## src/swl_pkg.sv

```systemverilog
// shared types and constants of the stopwatch with lap store
// no dependencies
package swl_pkg;

  localparam logic [2:0] CMD_LAP   = 3'd0;
  localparam logic [2:0] CMD_LIST  = 3'd1;
  localparam logic [2:0] CMD_START = 3'd2;
  localparam logic [2:0] CMD_STOP  = 3'd3;
  localparam logic [2:0] CMD_RESET = 3'd4;

  localparam logic OPER_TICK = 1'b0;

  localparam logic [7:0] DEBOUNCE_RESET = 8'd20;
  localparam logic [9:0] MS_PER_SEC     = 10'd1000;
  localparam logic [5:0] SEC_PER_MIN    = 6'd60;
  localparam logic [5:0] MIN_PER_HOUR   = 6'd60;
  localparam logic [6:0] HOUR_WRAP      = 7'd100;

  localparam int QUEUE_DEPTH = 2;

  typedef enum logic [2:0] {
    OP_TICK,
    OP_LAP,
    OP_LIST,
    OP_START,
    OP_STOP,
    OP_RESET
  } op_kind_t;

  typedef struct packed {
    op_kind_t kind;
    logic     level;
  } op_t;

  typedef enum logic [3:0] {
    RK_TIME       = 4'd0,
    RK_BTN_START  = 4'd1,
    RK_BTN_STOP   = 4'd2,
    RK_STARTED    = 4'd3,
    RK_STOPPED    = 4'd4,
    RK_LAP_SAVED  = 4'd5,
    RK_LAP_FULL   = 4'd6,
    RK_RESET      = 4'd7,
    RK_LIST_HDR   = 4'd8,
    RK_LAP_ENTRY  = 4'd9,
    RK_LIST_EMPTY = 4'd10
  } report_kind_t;

  typedef struct packed {
    logic [6:0] h;
    logic [5:0] m;
    logic [5:0] s;
  } lap_entry_t;

  typedef enum logic [1:0] {
    BK_IDLE,
    BK_BUTTON,
    BK_EMPTY,
    BK_ENTRY
  } back_state_t;

endpackage

```

## src/stopwatch_with_lap_store.sv

```systemverilog
// top level of the stopwatch with lap store
// depends on swl_pkg, swl_front, swl_queue, swl_back
//
// input: an item is taken at a clock edge with start high and busy low;
//   operation 0 is a millisecond tick carrying button_level, operation 1 a
//   command in command_code (lap, list laps, start, stop, reset)
// config: cfg_wr_data is written to the debounce threshold at an edge with
//   cfg_wr_en high
// output: each result is on the result ports for one cycle with strobe high;
//   last marks the final result of an item
// path: an item passes the front register, the queue and the back end's
//   output registers, and waits in the queue while the back end is busy
// throughput: single-result items stream at one per cycle while no other
//   item holds the back end; a lap listing holds it while it sends the header
//   and then each stored lap entry, or the empty report when no lap is
//   stored, and a tick with a time and a button report while it sends both;
//   busy rises when the queue and front register are full
// reset: time, run state, debounce, lap count cleared, threshold back to 20
// the receiver cannot stall; results are never held back
module stopwatch_with_lap_store #(
  parameter int MAX_LAPS = 10
) (
  input  logic       clk,
  input  logic       rst,
  input  logic       start,
  output logic       busy,
  input  logic       operation,
  input  logic       button_level,
  input  logic [2:0] command_code,
  input  logic       cfg_wr_en,
  input  logic [7:0] cfg_wr_data,
  output logic       strobe,
  output logic [3:0] report_kind,
  output logic [6:0] hours,
  output logic [5:0] minutes,
  output logic [5:0] seconds,
  output logic [5:0] lap_index,
  output logic       last
);
  import swl_pkg::*;

  logic q_full;
  logic push;
  op_t  push_op;
  logic pop;
  logic q_valid;
  op_t  q_head;

  swl_front u_front (
    .clk          (clk),
    .rst          (rst),
    .start        (start),
    .operation    (operation),
    .button_level (button_level),
    .command_code (command_code),
    .q_full       (q_full),
    .busy         (busy),
    .push         (push),
    .push_op      (push_op)
  );

  swl_queue u_queue (
    .clk     (clk),
    .rst     (rst),
    .push    (push),
    .push_op (push_op),
    .pop     (pop),
    .full    (q_full),
    .valid   (q_valid),
    .head    (q_head)
  );

  swl_back #(
    .MAX_LAPS (MAX_LAPS)
  ) u_back (
    .clk         (clk),
    .rst         (rst),
    .q_valid     (q_valid),
    .q_op        (q_head),
    .pop         (pop),
    .cfg_wr_en   (cfg_wr_en),
    .cfg_wr_data (cfg_wr_data),
    .strobe      (strobe),
    .report_kind (report_kind),
    .hours       (hours),
    .minutes     (minutes),
    .seconds     (seconds),
    .lap_index   (lap_index),
    .last        (last)
  );

endmodule

```

## src/swl_front.sv

```systemverilog
// front end: accepts items, classifies them into operations
// depends on swl_pkg
module swl_front (
  input  logic           clk,
  input  logic           rst,
  input  logic           start,
  input  logic           operation,
  input  logic           button_level,
  input  logic [2:0]     command_code,
  input  logic           q_full,
  output logic           busy,
  output logic           push,
  output swl_pkg::op_t   push_op
);
  import swl_pkg::*;

  logic op_valid;
  logic op_valid_next;
  op_t  op;
  op_t  op_class;
  logic known;
  logic accept;

  assign busy    = op_valid & q_full;
  assign accept  = start & ~busy;
  assign push    = op_valid & ~q_full;
  assign push_op = op;

  always_comb begin
    op_class.level = button_level;
    op_class.kind  = OP_TICK;
    known          = 1'b1;
    if (operation != OPER_TICK) begin
      unique case (command_code)
        CMD_LAP:   op_class.kind = OP_LAP;
        CMD_LIST:  op_class.kind = OP_LIST;
        CMD_START: op_class.kind = OP_START;
        CMD_STOP:  op_class.kind = OP_STOP;
        CMD_RESET: op_class.kind = OP_RESET;
        default:   known = 1'b0;
      endcase
    end
  end

  assign op_valid_next = (accept & known) | (op_valid & q_full);

  always_ff @(posedge clk) begin
    if (rst) begin
      op_valid <= 1'b0;
    end else begin
      op_valid <= op_valid_next;
    end
  end

  always_ff @(posedge clk) begin
    if (accept) begin
      op <= op_class;
    end
  end

endmodule

```

## src/swl_queue.sv

```systemverilog
// short operation queue between front and back end
// depends on swl_pkg
module swl_queue (
  input  logic           clk,
  input  logic           rst,
  input  logic           push,
  input  swl_pkg::op_t   push_op,
  input  logic           pop,
  output logic           full,
  output logic           valid,
  output swl_pkg::op_t   head
);
  import swl_pkg::*;

  localparam int PW = (QUEUE_DEPTH > 1) ? $clog2(QUEUE_DEPTH) : 1;
  localparam int CW = $clog2(QUEUE_DEPTH + 1);

  op_t           entries [QUEUE_DEPTH];
  logic [PW-1:0] wr_ptr;
  logic [PW-1:0] rd_ptr;
  logic [CW-1:0] fill;
  logic          do_push;
  logic          do_pop;

  assign full    = (fill == CW'(QUEUE_DEPTH));
  assign valid   = (fill != '0);
  assign head    = entries[rd_ptr];
  assign do_push = push & ~full;
  assign do_pop  = pop & valid;

  function automatic logic [PW-1:0] ptr_inc(input logic [PW-1:0] p);
    logic [PW-1:0] r;
    if (p == PW'(QUEUE_DEPTH - 1)) begin
      r = '0;
    end else begin
      r = p + PW'(1);
    end
    return r;
  endfunction

  always_ff @(posedge clk) begin
    if (rst) begin
      wr_ptr <= '0;
      rd_ptr <= '0;
      fill   <= '0;
    end else begin
      if (do_push) begin
        wr_ptr <= ptr_inc(wr_ptr);
      end
      if (do_pop) begin
        rd_ptr <= ptr_inc(rd_ptr);
      end
      if (do_push & ~do_pop) begin
        fill <= fill + CW'(1);
      end else if (do_pop & ~do_push) begin
        fill <= fill - CW'(1);
      end
    end
  end

  always_ff @(posedge clk) begin
    if (do_push) begin
      entries[wr_ptr] <= push_op;
    end
  end

endmodule

```

## src/swl_back.sv

```systemverilog
// back end: time keeping, debounce, lap store and result sequencing
// depends on swl_pkg
module swl_back #(
  parameter int MAX_LAPS = 10
) (
  input  logic           clk,
  input  logic           rst,
  input  logic           q_valid,
  input  swl_pkg::op_t   q_op,
  output logic           pop,
  input  logic           cfg_wr_en,
  input  logic [7:0]     cfg_wr_data,
  output logic           strobe,
  output logic [3:0]     report_kind,
  output logic [6:0]     hours,
  output logic [5:0]     minutes,
  output logic [5:0]     seconds,
  output logic [5:0]     lap_index,
  output logic           last
);
  import swl_pkg::*;

  localparam int AW  = (MAX_LAPS > 1) ? $clog2(MAX_LAPS) : 1;
  localparam int LTW = $clog2(MAX_LAPS + 1);
  localparam logic [LTW-1:0] LAPS_MAX = LTW'(MAX_LAPS);

  back_state_t state, state_next;

  logic [7:0]     debounce_ticks;
  logic           run_flag, run_flag_next;
  logic [9:0]     millis_count, millis_count_next;
  logic [5:0]     seconds_count, seconds_count_next;
  logic [5:0]     minutes_count, minutes_count_next;
  logic [6:0]     hours_count, hours_count_next;
  logic [7:0]     debounce_count, debounce_count_next;
  logic           press_latched, press_latched_next;
  logic [LTW-1:0] lap_total, lap_total_next;
  logic [LTW-1:0] cnt, cnt_next;
  logic [LTW-1:0] cnt_inc;

  logic           strobe_next;
  report_kind_t   kind_next;
  logic [6:0]     hours_next;
  logic [5:0]     minutes_next;
  logic [5:0]     seconds_next;
  logic [5:0]     lap_index_next;
  logic           last_next;

  lap_entry_t     lap_store [MAX_LAPS];
  lap_entry_t     rd_data;
  logic [AW-1:0]  rd_addr;
  logic           wr_en;

  logic [8:0]     dc_inc;
  logic           fire;
  logic           roll;
  logic [9:0]     ms_inc;
  logic [5:0]     s_t;
  logic [5:0]     m_t;
  logic [6:0]     h_t;
  logic           entry_last;

  assign pop        = (state == BK_IDLE) & q_valid;
  assign cnt_inc    = cnt + LTW'(1);
  assign entry_last = (cnt_inc == lap_total);
  assign rd_addr    = (state == BK_ENTRY && cnt_inc < LAPS_MAX) ? AW'(cnt_inc) : '0;
  assign wr_en      = pop & (q_op.kind == OP_LAP) & (lap_total < LAPS_MAX);

  // debounce and time advance for a tick
  always_comb begin
    dc_inc              = {1'b0, debounce_count} + 9'd1;
    fire                = 1'b0;
    debounce_count_next = debounce_count;
    press_latched_next  = press_latched;
    if (q_op.level) begin
      if (dc_inc >= {1'b0, debounce_ticks}) begin
        fire                = ~press_latched;
        press_latched_next  = 1'b1;
        debounce_count_next = debounce_ticks;
      end else begin
        debounce_count_next = dc_inc[7:0];
      end
    end else begin
      debounce_count_next = '0;
      press_latched_next  = 1'b0;
    end

    ms_inc = millis_count + 10'd1;
    roll   = run_flag & (ms_inc >= MS_PER_SEC);
    s_t    = seconds_count;
    m_t    = minutes_count;
    h_t    = hours_count;
    if (roll) begin
      s_t = seconds_count + 6'd1;
      if (s_t >= SEC_PER_MIN) begin
        s_t = '0;
        m_t = minutes_count + 6'd1;
      end
      if (m_t >= MIN_PER_HOUR) begin
        m_t = '0;
        h_t = hours_count + 7'd1;
      end
      if (h_t >= HOUR_WRAP) begin
        h_t = '0;
      end
    end
  end

  always_comb begin
    state_next = state;
    unique case (state)
      BK_IDLE: begin
        if (q_valid) begin
          if (q_op.kind == OP_TICK && roll && fire) begin
            state_next = BK_BUTTON;
          end else if (q_op.kind == OP_LIST) begin
            state_next = (lap_total == '0) ? BK_EMPTY : BK_ENTRY;
          end
        end
      end
      BK_BUTTON: state_next = BK_IDLE;
      BK_EMPTY:  state_next = BK_IDLE;
      BK_ENTRY: begin
        if (entry_last) begin
          state_next = BK_IDLE;
        end
      end
      default:   state_next = BK_IDLE;
    endcase
  end

  always_comb begin
    run_flag_next      = run_flag;
    millis_count_next  = millis_count;
    seconds_count_next = seconds_count;
    minutes_count_next = minutes_count;
    hours_count_next   = hours_count;
    lap_total_next     = lap_total;
    cnt_next           = cnt;
    strobe_next        = 1'b0;
    kind_next          = RK_TIME;
    hours_next         = '0;
    minutes_next       = '0;
    seconds_next       = '0;
    lap_index_next     = '0;
    last_next          = 1'b1;
    unique case (state)
      BK_IDLE: begin
        if (q_valid) begin
          unique case (q_op.kind)
            OP_TICK: begin
              if (run_flag) begin
                millis_count_next  = roll ? '0 : ms_inc;
                seconds_count_next = s_t;
                minutes_count_next = m_t;
                hours_count_next   = h_t;
              end
              if (fire) begin
                run_flag_next = ~run_flag;
              end
              if (roll) begin
                strobe_next  = 1'b1;
                hours_next   = h_t;
                minutes_next = m_t;
                seconds_next = s_t;
                last_next    = ~fire;
              end else if (fire) begin
                strobe_next = 1'b1;
                kind_next   = run_flag ? RK_BTN_STOP : RK_BTN_START;
              end
            end
            OP_LAP: begin
              strobe_next = 1'b1;
              if (lap_total < LAPS_MAX) begin
                lap_total_next = lap_total + LTW'(1);
                kind_next      = RK_LAP_SAVED;
              end else begin
                kind_next = RK_LAP_FULL;
              end
            end
            OP_LIST: begin
              run_flag_next = 1'b0;
              strobe_next   = 1'b1;
              kind_next     = RK_LIST_HDR;
              last_next     = 1'b0;
              cnt_next      = '0;
            end
            OP_START: begin
              run_flag_next = 1'b1;
              strobe_next   = 1'b1;
              kind_next     = RK_STARTED;
            end
            OP_STOP: begin
              run_flag_next = 1'b0;
              strobe_next   = 1'b1;
              kind_next     = RK_STOPPED;
            end
            OP_RESET: begin
              run_flag_next      = 1'b0;
              millis_count_next  = '0;
              seconds_count_next = '0;
              minutes_count_next = '0;
              hours_count_next   = '0;
              lap_total_next     = '0;
              strobe_next        = 1'b1;
              kind_next          = RK_RESET;
            end
            default: begin
              strobe_next = 1'b0;
            end
          endcase
        end
      end
      BK_BUTTON: begin
        strobe_next = 1'b1;
        kind_next   = run_flag ? RK_BTN_START : RK_BTN_STOP;
      end
      BK_EMPTY: begin
        strobe_next = 1'b1;
        kind_next   = RK_LIST_EMPTY;
      end
      BK_ENTRY: begin
        strobe_next    = 1'b1;
        kind_next      = RK_LAP_ENTRY;
        hours_next     = rd_data.h;
        minutes_next   = rd_data.m;
        seconds_next   = rd_data.s;
        lap_index_next = 6'(cnt);
        last_next      = entry_last;
        cnt_next       = cnt_inc;
      end
      default: begin
        strobe_next = 1'b0;
      end
    endcase
  end

  always_ff @(posedge clk) begin
    if (rst) begin
      state          <= BK_IDLE;
      debounce_ticks <= DEBOUNCE_RESET;
      run_flag       <= 1'b0;
      millis_count   <= '0;
      seconds_count  <= '0;
      minutes_count  <= '0;
      hours_count    <= '0;
      debounce_count <= '0;
      press_latched  <= 1'b0;
      lap_total      <= '0;
      cnt            <= '0;
      strobe         <= 1'b0;
    end else begin
      state         <= state_next;
      run_flag      <= run_flag_next;
      millis_count  <= millis_count_next;
      seconds_count <= seconds_count_next;
      minutes_count <= minutes_count_next;
      hours_count   <= hours_count_next;
      lap_total     <= lap_total_next;
      cnt           <= cnt_next;
      strobe        <= strobe_next;
      if (cfg_wr_en) begin
        debounce_ticks <= cfg_wr_data;
      end
      if (pop && q_op.kind == OP_TICK) begin
        debounce_count <= debounce_count_next;
        press_latched  <= press_latched_next;
      end
    end
  end

  always_ff @(posedge clk) begin
    report_kind <= kind_next;
    hours       <= hours_next;
    minutes     <= minutes_next;
    seconds     <= seconds_next;
    lap_index   <= lap_index_next;
    last        <= last_next;
  end

  // lap memory
  always_ff @(posedge clk) begin
    if (wr_en) begin
      lap_store[AW'(lap_total)] <= '{h: hours_count, m: minutes_count, s: seconds_count};
    end
    rd_data <= lap_store[rd_addr];
  end

endmodule
```

## config.mk

```make
export PLATFORM = sky130hd
export DESIGN_NAME = stopwatch_with_lap_store
export DESIGN_NICKNAME = d
export VERILOG_FILES = /design/src/swl_pkg.sv /design/src/stopwatch_with_lap_store.sv /design/src/swl_front.sv /design/src/swl_queue.sv /design/src/swl_back.sv
export SDC_FILE = /design/constraint.sdc
export NUM_CORES = 1
export LEC_CHECK = 0
export ABC_AREA = 1
export CAP_MARGIN = 40
export CORE_MARGIN = 2
export CORE_UTILIZATION = 48
export CTS_CLUSTER_DIAMETER = 200
export DETAILED_ROUTE_END_ITERATION = 10
export DONT_BUFFER_PORTS = 1
export SKIP_LAST_GASP = 1
export SLEW_MARGIN = 20
export SYNTH_ARGS = -nofsm -noshare
export SYNTH_HDL_FRONTEND = slang
export SYNTH_SLANG_ARGS = --single-unit
```

## constraint.sdc

```tcl
create_clock -name clk -period 9.8 [get_ports clk]
set_clock_uncertainty 0.15 [all_clocks]
set_input_delay 0 -clock clk [delete_from_list [all_inputs] [get_ports clk]]
set_output_delay 0 -clock clk [all_outputs]
set_load 0.01 [all_outputs]
```

# ---- After elaboration in Yosys (flattened, before gate mapping)
# Memories as Yosys holds them, arrays and structs flattened. A register that Yosys moved wholly into a read port is not among the register bits.
# Index checks and enable logic that the tools add are counted.
dict set report totals {
  output_inout_bits 32
  mem_count 2
  elab_cells 193
  ram_bits 198
  register_bits 97
}
dict set report classes {
  eq_ne 22
  reduce_logical 25
  n_bitwise 20
  mux 81
  addsub 11
  magnitude_cmp 7
}
# name words width read_ports rd_clocked_by_memory_dff wr line_no
set mem_list {}
lappend mem_list {u_back.lap_store 10 19 1 1 1 swl_back.sv:49} ;# lap_entry_t lap_store [MAX_LAPS];
lappend mem_list {u_queue.entries 2 4 1 1 1 swl_queue.sv:18} ;# op_t entries [QUEUE_DEPTH];
# cell count
set ops {}
lappend ops {{two-way mux 6 bit} 14}
lappend ops {{two-way mux 7 bit} 8}
lappend ops {{one-hot mux 6 bit (2 select lines)} 4}
lappend ops {{two-way mux 4 bit} 7}
lappend ops {{one-hot mux 7 bit (2 select lines)} 2}
lappend ops {{one-hot mux 4 bit (6 select lines)} 1}
lappend ops {{two-way mux 1 bit} 21}
lappend ops {{two-way mux 10 bit} 2}
lappend ops {{one-hot mux 10 bit (2 select lines)} 1}
lappend ops {{two-way mux 2 bit} 9}
lappend ops {{two-way mux 8 bit} 2}
lappend ops {{one-hot mux 4 bit (2 select lines)} 2}
lappend ops {{one-hot mux 4 bit (4 select lines)} 1}
lappend ops {{one-hot mux 3 bit (5 select lines)} 1}
lappend ops {{adder 6 x 1 -> 6 bit, second input constant} 2}
lappend ops {{bitwise AND 1 bit} 12}
lappend ops {{equality test 3 x 2 -> 1 bit, second input constant} 4}
lappend ops {{greater-or-equal comparator 6 bit, second input constant} 2}
lappend ops {{AND reduction 4 bit} 3}
lappend ops {{adder 10 x 1 -> 10 bit, second input constant} 1}
lappend ops {{greater-or-equal comparator 10 bit, second input constant} 1}
lappend ops {{inequality test 2 x 1 -> 1 bit, second input constant} 5}
lappend ops {{nonzero test 2 bit} 5}
lappend ops {{OR reduction 5 bit} 2}
lappend ops {{30 further kinds} 54}

# ---- Depth between registers and ports, before layout
dict set report depth {
  ltp_word 14
  depth_mapped 19
  mapped_depth_nobuf 19
}

# ---- Hierarchy
# From an unflattened synthesis, not the netlist that was laid out.
dict set report hier_totals {
  cells_unflattened 1331
  hier_area_um2 13451.7
}
# module cells_per_inst area_each_um2 instances
set by_module_without_submodules {}
lappend by_module_without_submodules {swl_back 1260 12698.4 1}
lappend by_module_without_submodules {swl_queue 49 529.3 1}
lappend by_module_without_submodules {swl_front 22 224.0 1}

# ---- Worst setup path after synthesis
# No wires, ideal clock.
dict set report synth_path {
  path_kind {flip-flop to flip-flop}
  from {reg u_back.state[0]}
  to {mem u_back.lap_store[8][0] (netlist bit) (enable)}
  slack_ns 5.896
  stages_incl_launch_ff 10
  setup_ns 0.444
  synth_period_minus_slack_ns 3.904
  arrival_time_ns 3.311
  path_cell_list {dfxtp_1 inv_1 ha_1 inv_1 nor2_1 inv_1 nor2_1 inv_1 clkbuf_1 nor4_1}
}
dict set report synth_between {
  elab_chain_cells 6
}
# element line_no
set synth_rtl {}
lappend synth_rtl {{start, declared} swl_back.sv:27} ;# back_state_t state, state_next;
lappend synth_rtl {{start signal, assigned} swl_back.sv:253} ;# state <= state_next;
lappend synth_rtl {{zero test 2 bit} swl_back.sv:63} ;# assign pop = (state == BK_IDLE) & q_valid;
lappend synth_rtl {{bitwise AND 1 bit} swl_back.sv:63}
lappend synth_rtl {{bitwise AND 1 bit (2 in a row)} swl_back.sv:67} ;# assign wr_en = pop & (q_op.kind == OP_LAP) & (lap_total < LAPS_MAX);
lappend synth_rtl {{two-way mux 1 bit} swl_back.sv:283} ;# if (wr_en) begin
lappend synth_rtl {{two-way mux 1 bit (implied by the code)} swl_back.sv:284} ;# lap_store[AW'(lap_total)] <= '{h: hours_count, m: minutes_count, s: seconds_count};
lappend synth_rtl {{end, declared} swl_back.sv:49}
# Every way passes these cells.

# ---- Final worst setup path
dict set report layout_path {
  from {reg u_back.cnt[0]}
  to {reg, netlist name u_back.rd_data[18]}
}
dict set report layout_between {
  elab_chain_cells 4
}
# element line_no
set layout_rtl {}
lappend layout_rtl {{start, declared} swl_back.sv:38} ;# logic [LTW-1:0] cnt, cnt_next;
lappend layout_rtl {{start signal, assigned} swl_back.sv:260} ;# cnt <= cnt_next;
lappend layout_rtl {{adder 4 x 1 -> 4 bit *} swl_back.sv:64} ;# assign cnt_inc = cnt + LTW'(1);
lappend layout_rtl {{less-than comparator 4 bit} swl_back.sv:66} ;# assign rd_addr = (state == BK_ENTRY && cnt_inc < LAPS_MAX) ? AW'(cnt_inc) : '0;
lappend layout_rtl {{logical AND 1 bit} swl_back.sv:66}
lappend layout_rtl {{two-way mux 4 bit *} swl_back.sv:66}
# Every way passes the cells marked *; elsewhere a longest branch is shown, timed or not.
# A chain may end at the register's enable or synchronous reset.

==> impl_metrics.toml <==
[outcome]
outcome = "finished clean"

[final_layout]
layout_common_cells = "202 x edfxtp_1, 183 x nand2_1, 144 x a21oi_1"
drive_above_1_share_pct = 9.297
layout_commonest_cell = "edfxtp_1"
num_antenna_cells = 0
fin_nets = 1382
syn_to_final_growth_pct = 13.06

[critical_path]
cp_common_cell = "nand2_1"
critPathTopFamily = "buffers and inverters"
worst_setup_path_end_kind = "register"
worst_path_max_delay_cell = "clkinv_1"
crit_required_ns = 10.08
worst_setup_path_start_kind = "register"
worstPathArrival_ns = 4.27
cpPeakStageDelay_ns = 0.61
worst-path-max-fanout = 59
crit_type = "register to register"
critical_path_buf_inv_count = 4
crit_chain = "ha_1 > or2_1 > nand2_1 > inv_1 > o21ai_4 > buf_4 > nand2_1 > nor2_2 > buf_6 > clkinv_1 > o221ai_1 > nand3_1 > o31ai_1"

[yosys]
synth_xor_area_share_pct = 1.872
synth-adder-area-share_pct = 2.317
synth_mux_area_share_pct = 0.07413
ys_types = 52
synth-simple-area-share_pct = 13.19
synth-compound-area-share_pct = 15.12
ys_seq_elements = 313
ys_warn_count = 0
syn_avg_cell_area_um2 = 10.21
synthCells = 1322
synth_top_family_by_area = "compound AO/OA/AOI/OAI gates"
synthesis.area_mm2 = 0.01350
yosysSeqAreaShare_pct = 61.38

[sta]
hold_violations = 0
fin_crit_ns = 3.994
fin_setup_tns_ns = 0
worst_pin_slew_ns = 0.7690
slew_violations = 0
setup_viol = 0
whs_ns = 0.07129
post-route-period-util_pct = 40.76
max_freq_mhz = 250.4
maxSlewHeadroom_pct = 48.68
rsz0062_at_grt = "no"

[clock_network]
cts_root_buf = "clkbuf_16"
htree_num_levels = 2
cts_tree = "yes"
cts_inserted_buffers = 34
postCtsSetupBuffers = 0
clock_latency_ns = 0.52
clock_sinks = 313
post_cts_resize_count = 0
clockBufferDepth = 3
path_clk_slew_ns = 0.06
cts.hold.buffers_added = 25

[routing]
wirelength_met1_um = 14790
highest_layer = "met4"
drtAntennaViolNets = 0
route.detailed.drc = 0
wl_met2_um = 14480
drt_iter0_drc = 720
via_per_inst = 5.453
vias = 9510
wl_met3_um = 1808
routedWlPerCell_um = 18.23
first_pass_iters = 5
routed_wl_um = 31790

[floorplan]
die_w_um = 171.7
rows = 61
start_util_pct = 48.74
fp.dieH_um = 171.7
die_area_mm2 = 0.02949
core_mm2 = 0.02771
ios = 49

[global_routing]
grt_max_degree = 77
grt_pass1_vias = 9037
grt_pass1_wl_um = 49660
grt-ovfl-total = 0
track_usage_pct = 21.99
antenna_found_initial = 0

[power_and_ir_drop]
finalPower_uw = 3079
leakagePower_uw = 0.005760
vdd_drop_max_mv = 0.1707
power.density_mw_per_mm2 = 201.7

[worst_hold_path]
hold_path_class = "input pin to register"

[placed_design]
place.gp.congestion = 0.8346
numPortBuffers = 0
dpl.hpwl_um = 19870

[flow_run]
drv_cap = 0
## sequential cells by signal, summed over array words and instances (netlist names), 6 cells and up, named ones only
name                   count
u_back.seconds             6
u_back.minutes             6
u_back.rd_data            19
u_back.lap_store         190
u_back.hours_count         7
u_back.seconds_count       6
u_queue.entries            8
u_back.debounce_ticks      8
u_back.minutes_count       6
u_back.debounce_count      8
u_back.millis_count       10
u_back.hours               7
## through the flow
stage | utilization, % | cells | area, um2 | worst slack [ns]
after floorplan | - | 1323 | 13510 | 5.896
after global placement | 50.10 | 1650 | 13880 | 5.406
after detailed placement | 50.35 | 1656 | 13950 | 5.782
after CTS | 55.05 | 1743 | 15250 | 5.741
after global routing | 55.10 | 1744 | 15270 | 5.418
final | 55.10 | 1744 | 15270 | 5.806
## worst paths after layout
path                      startpoint                        to  slack [ns]  cells after the start
setup / recovery       u_back.cnt[0]        u_back.rd_data[18]        5.81                     13
hold reg to reg   u_front.push_op[0]     u_queue.entries[0][0]        0.29                      0
setup reg to reg       u_back.cnt[0]        u_back.rd_data[18]        5.81                     13
hold / removal        cfg_wr_data[5]  u_back.debounce_ticks[5]        0.07                      3
## routing by layer
metal	GRT usage, %	vias to the layer above
met1	31.26	4561
li1	-	4669
met5	0	-
met2	34.38	231
met4	7.001	0
met3	3.774	49
## kinds of logic after synthesis
family,after synthesis
buffers and inverters,203
AO/OA/AOI/OAI,358
AND/OR/NAND/NOR,393
flip-flops,313
multiplexers,1
XOR/XNOR,28
adder cells (fa/ha/maj),25
other,1
## cell usage after synthesis (all sizes together)
cell type  count  area share (%)
a211oi         3            0.17
a21o           1           0.056
a21oi        145             5.4
a221oi         1           0.065
a22oi          2            0.11
a2bb2oi        3            0.19
a311oi         1           0.065
a31oi          2           0.093
buf           26             1.1
clkbuf        41             1.1
clkinv         1           0.028
conb           1           0.028
dfxtp        111              16
edfxtp       202              45
ha            25             2.3
inv          135             3.8
mux2i          1           0.074
nand2        197             5.8
nand3         70             2.8
nand4         10            0.46
nor2          95             3.3
nor3          14            0.52
nor3b          1           0.056
nor4           3            0.14
o211ai         9            0.50
o21a           2            0.11
o21ai        128             4.8
o21bai         3            0.17
o221ai        27             1.8
o22ai         12            0.56
o31ai         13            0.72
o32ai          6            0.39
or2            3            0.14
xnor2          9            0.64
xor2          19             1.2
## worst min-delay path, cell delays in order
cell and delay (ns):
dlygate4sd3_1 0.52, o21ai_0 0.08, a21oi_1 0.10
## final cells by class
class | count | area [um2]
clock buffer | 39 | 879.6
clock inverter | 23 | 161.4
fill | 2426 | 12440
inverter | 136 | 510.5
multi-input combinational | 807 | 4489
sequential | 313 | 8288
tap | 378 | 473.0
timing repair buffer | 48 | 464.2
## power breakdown
part / internal (uW) / total, uW / leakage [uW] / switching, uW
Clock: 678 / 1190 / 0.000508 / 516
Combinational: 120 / 390 / 0.00239 / 270
Sequential: 1450 / 1490 / 0.00286 / 46.2
(Power assumes the default switching activity.)
